## config.mk

```make
export PLATFORM = sky130hd
export DESIGN_NAME = segi_div_cell
export DESIGN_NICKNAME = d
export VERILOG_FILES = /design/src/rtl/segi_div_cell.sv
export SDC_FILE = /design/constraint.sdc
export NUM_CORES = 1
export LEC_CHECK = 0
export BUFFER_PORTS_ARGS = -buffer_cell sky130_fd_sc_hd__clkbuf_2
export CORE_ASPECT_RATIO = 0.9
export CORE_UTILIZATION = 28
export DETAILED_ROUTE_END_ITERATION = 8
export GPL_TIMING_DRIVEN = 0
export PLACE_DENSITY_LB_ADDON = 0.08
export SLEW_MARGIN = 20
export SYNTH_ARGS = -nofsm -noshare
export SYNTH_HDL_FRONTEND = slang
export SYNTH_SLANG_ARGS = --single-unit
```

## constraint.sdc

```tcl
create_clock -name clock -period 9.11 [get_ports clock]
set_input_delay 2.733 -clock clock [delete_from_list [all_inputs] [get_ports clock]]
set_output_delay 2.733 -clock clock [all_outputs]
set_load 0.01 [all_outputs]
```

## src/rtl/segi_div_cell.sv

```systemverilog
// one restoring-division step per cell, carrying the item's payload along
module segi_div_cell #(
   parameter int unsigned DW = 34,
   parameter int unsigned QW = 16,
   parameter int unsigned PW = 98
) (
   input  logic          clock,
   input  logic          reset,
   input  logic          en,
   input  logic          valid_in,
   input  logic [DW-1:0] rem_in,
   input  logic [DW-1:0] dm_in,
   input  logic [QW-1:0] q_in,
   input  logic [PW-1:0] pl_in,
   output logic          valid_out,
   output logic [DW-1:0] rem_out,
   output logic [DW-1:0] dm_out,
   output logic [QW-1:0] q_out,
   output logic [PW-1:0] pl_out
);
   logic          valid_ff;
   logic [DW-1:0] rem_ff, dm_ff;
   logic [QW-1:0] q_ff;
   logic [PW-1:0] pl_ff;
   logic [DW:0]   shifted_in;
   logic          take_in;

   assign shifted_in = {rem_in, 1'b0};
   assign take_in    = shifted_in >= {1'b0, dm_in};

   always_ff @(posedge clock) begin
      if (reset) begin
         valid_ff <= 1'b0;
      end else if (en) begin
         valid_ff <= valid_in;
      end
   end

   always_ff @(posedge clock) begin
      if (en) begin
         rem_ff <= take_in ? DW'(shifted_in - {1'b0, dm_in}) : DW'(shifted_in);
         dm_ff  <= dm_in;
         q_ff   <= {q_in[QW-2:0], take_in};
         pl_ff  <= pl_in;
      end
   end

   assign valid_out = valid_ff;
   assign rem_out   = rem_ff;
   assign dm_out    = dm_ff;
   assign q_out     = q_ff;
   assign pl_out    = pl_ff;
endmodule

```

==> flow_metrics.py <==
metrics = {
    "floorplan": {
        "num_rows": 58,
        "initial_utilization": 0.2885,
        "die_w_um": 182.0,
        "core_area_sq_um": 28300,
        "io_pins": 369,
        "die-area_sq_um": 29850,
        "die_height_um": 164.0,
    },
    "grt": {
        "grt_pass1_wl_mm": 33.72,
        "grt_max_degree": 90,
        "grt_pass1_vias": 5486,
        "antenna_found_initial": 3,
        "grt.total_usage": 0.1531,
        "grt-ovfl-total": 0,
    },
    "critical_path": {
        "worst-setup-path-type": "in2reg",
        "start_kind": "input pin",
        "slowest_delay_ns": 0.44,
        "rr_worst_depth": 2,
        "cp_data_required_time_ns": 9.29,
        "cp_slowest_cell": "fa_1",
        "r2r_end": "valid_out",
        "arrival_ns": 5.57,
        "end_kind": "flip-flop",
        "crit_chain": "clkbuf_2 > inv_1 > fa_1 > a21o_1 > a221oi_4 > o21ai_1 > a31o_2 > a41o_1 > a2111oi_0 > nor3_1 > mux2_4",
        "cp_max_fo": 4,
        "ff2ff_setup_slack_ns": 8.52,
        "timing.rr.start": "valid_out",
    },
    "synthesis": {
        "ys.flop_type": "edfxtp_1",
        "ys_seq_elements": 183,
        "synth_top_cell_area_share": 0.6692,
        "synth-edff-count": 182,
        "yosys.area.top_type": "edfxtp_1",
        "synthTopCellsByArea": "edfxtp_1, ha_1, mux2_4, inv_1, a21oi_1",
        "synth_area_sq_um": 8167,
        "synth.distinct_cells": 66,
        "synth_nets": 741,
        "syn-instance-count": 520,
        "syn_area_per_cell_sq_um": 15.70,
        "synthArstFlopShare": 0,
        "yosys_warnings": 0,
        "seq_area_frac_synth": 0.6717,
    },
    "pwr": {
        "ir_drop_mv": 0.1178,
        "power_mw": 2.184,
        "leakagePower_nw": 5.003,
        "powerDensity_nw_per_um2": 196.9,
    },
    "clock_tree": {
        "clock-sinks": 183,
        "cts_tree": "done",
        "path_clk_slew_ns": 0.07,
        "hold_buffers": 0,
        "root_buffer": "clkbuf_16",
        "htreeDepth": 4,
        "clk_latency_ns": 0.42,
        "cts_made_buffers": 17,
        "postCtsSetupRepairBufs": 0,
        "cts_resized": 0,
        "cts.path.max_buffers": 2,
    },
    "sta": {
        "hold_viol": 0,
        "worstMarginPinSlew_ns": 0.6943,
        "fin_crit_sh": 0.5915,
        "holdWs_ns": 0.5125,
        "period_needed_ns": 5.389,
        "finalSetupTns_ns": 0,
        "rsz0062_at_grt": "no",
        "slew_violations": 0,
        "clock_skew_ns": 0,
        "max-slew-margin-rel": 0.5322,
        "max_freq_mhz": 185.6,
        "fin_ws_ns": 3.721,
        "setup_viol": 0,
    },
    "final_layout": {
        "final_util": 0.3917,
        "nets": 1129,
        "fin_cells": 1280,
        "drive_above_1_share": 0.5016,
        "fin_area_sq_um": 11090,
        "syn2layout_area_growth_pct": 35.76,
    },
    "min_path": {
        "hold_class": "reg2reg",
        "hold_depth": 2,
        "hold_start": "valid_out",
        "holdPathEnd": "valid_out",
    },
    "placed_design": {
        "place_area_sq_um": 10520,
        "dpl_worst_slack_ns": 3.267,
        "portBuffers": 367,
        "place_inst": 1249,
        "dpl.hpwl_mm": 18.15,
        "place.gp.congestion": 0.7532,
    },
    "route": {
        "postRouteAntennaNets": 0,
        "routed_via_density": 4.420,
        "first_pass_iters": 6,
        "first_iter_violations": 270,
        "met3_length_mm": 1.673,
        "routed-wl-met2_mm": 11.70,
        "remaining_drc_errors": 0,
        "vias": 5658,
        "routed.top_layer": "met5",
        "routedWlPerCell_um": 18.00,
        "wirelength_mm": 23.04,
        "wl_met1_mm": 9.425,
    },
    "job": {
        "max_cap_viol_count": 0,
    },
    "run_status": {
        "status": "completed",
    },
}
-- routing by layer --
layer	GRT usage	up-vias
li1	-	2764
met1	0.1814	2672
met2	0.2670	207
met3	0.04789	13
met4	0.04354	2
met5	0	-
-- critical path, delay by kind of cell --
| kind | cells | cell delay (ns) |
|---|---|---|
| adder cells (fa/ha/maj) | 1 | 0.44 |
| buffers and inverters | 2 | 0.18 |
| multiplexers | 1 | 0.27 |
| AO/OA/AOI/OAI | 6 | 1.79 |
| AND/OR/NAND/NOR | 1 | 0.14 |
-- placed cells by master (no fill, tap or decap), types with 9 or more instances in the layout --
cell type,instances
o21ai_0,15
nor2_1,18
nand4_1,11
ha_1,34
edfxtp_1,182
nand2_1,16
inv_1,43
a21oi_1,32
a21o_1,17
xnor2_1,16
clkbuf_16,17
mux2_4,27
xor2_1,11
nor3_1,9
buf_6,10
clkbuf_2,366
-- worst max-delay path by stage --
stage               startpoint           to  slack, ns
finish                dm_in[0]  rem_out[26]       3.72
global route          dm_in[0]  rem_out[26]       3.52
CTS                   dm_in[0]  rem_out[26]       3.73
detailed placement    dm_in[0]  rem_out[26]       3.27
global placement            en    valid_out       2.22
floorplan             dm_in[0]  rem_out[26]       3.77
-- layout make-up --
type	count	area, sq um
Tap cell	360	450.4
Clock buffer	17	425.4
Timing Repair Buffer	369	1901
Antenna cell	1	2.502
Buffer	13	132.6
Inverter	44	165.2
Multi-Input combinational cell	280	2384
Clock inverter	13	141.4
Sequential cell	183	5485
Fill cell	2765	17220
-- Yosys cell counts (all sizes together), types with 4 or more instances --
master / instances
edfxtp: 182
inv: 44
a21oi: 36
ha: 34
mux2: 30
nor2: 18
o21ai: 18
a21o: 17
nand2: 16
xnor2: 16
buf: 13
nand4: 12
xor2: 11
nor3: 9
and3: 4
nand2b: 4
o21bai: 4
-- registers in the layout (all words and copies together) (netlist names) --
register	cells
q_out	16
pl_out	98
rem_out	34
dm_out	34
valid_out	1
-- logic make-up after synthesis --
family,count (synthesis),share of synthesized area
AOI/OAI and AO/OA,107,0.1008
xor gates and xnor gates,27,0.02896
adders and majority gates,35,0.05454
buffers and inverters,57,0.03646
DFF,183,0.6717
muxes,33,0.05745
and+or+nand+nor,78,0.05010
-- report_power, final --
part | switching [mW] | internal [mW]
sequential | 0.0191 | 1.02
combinational | 0.221 | 0.189
clock | 0.350 | 0.385
total | 0.591 | 1.59
(Power assumes the default switching activity.)
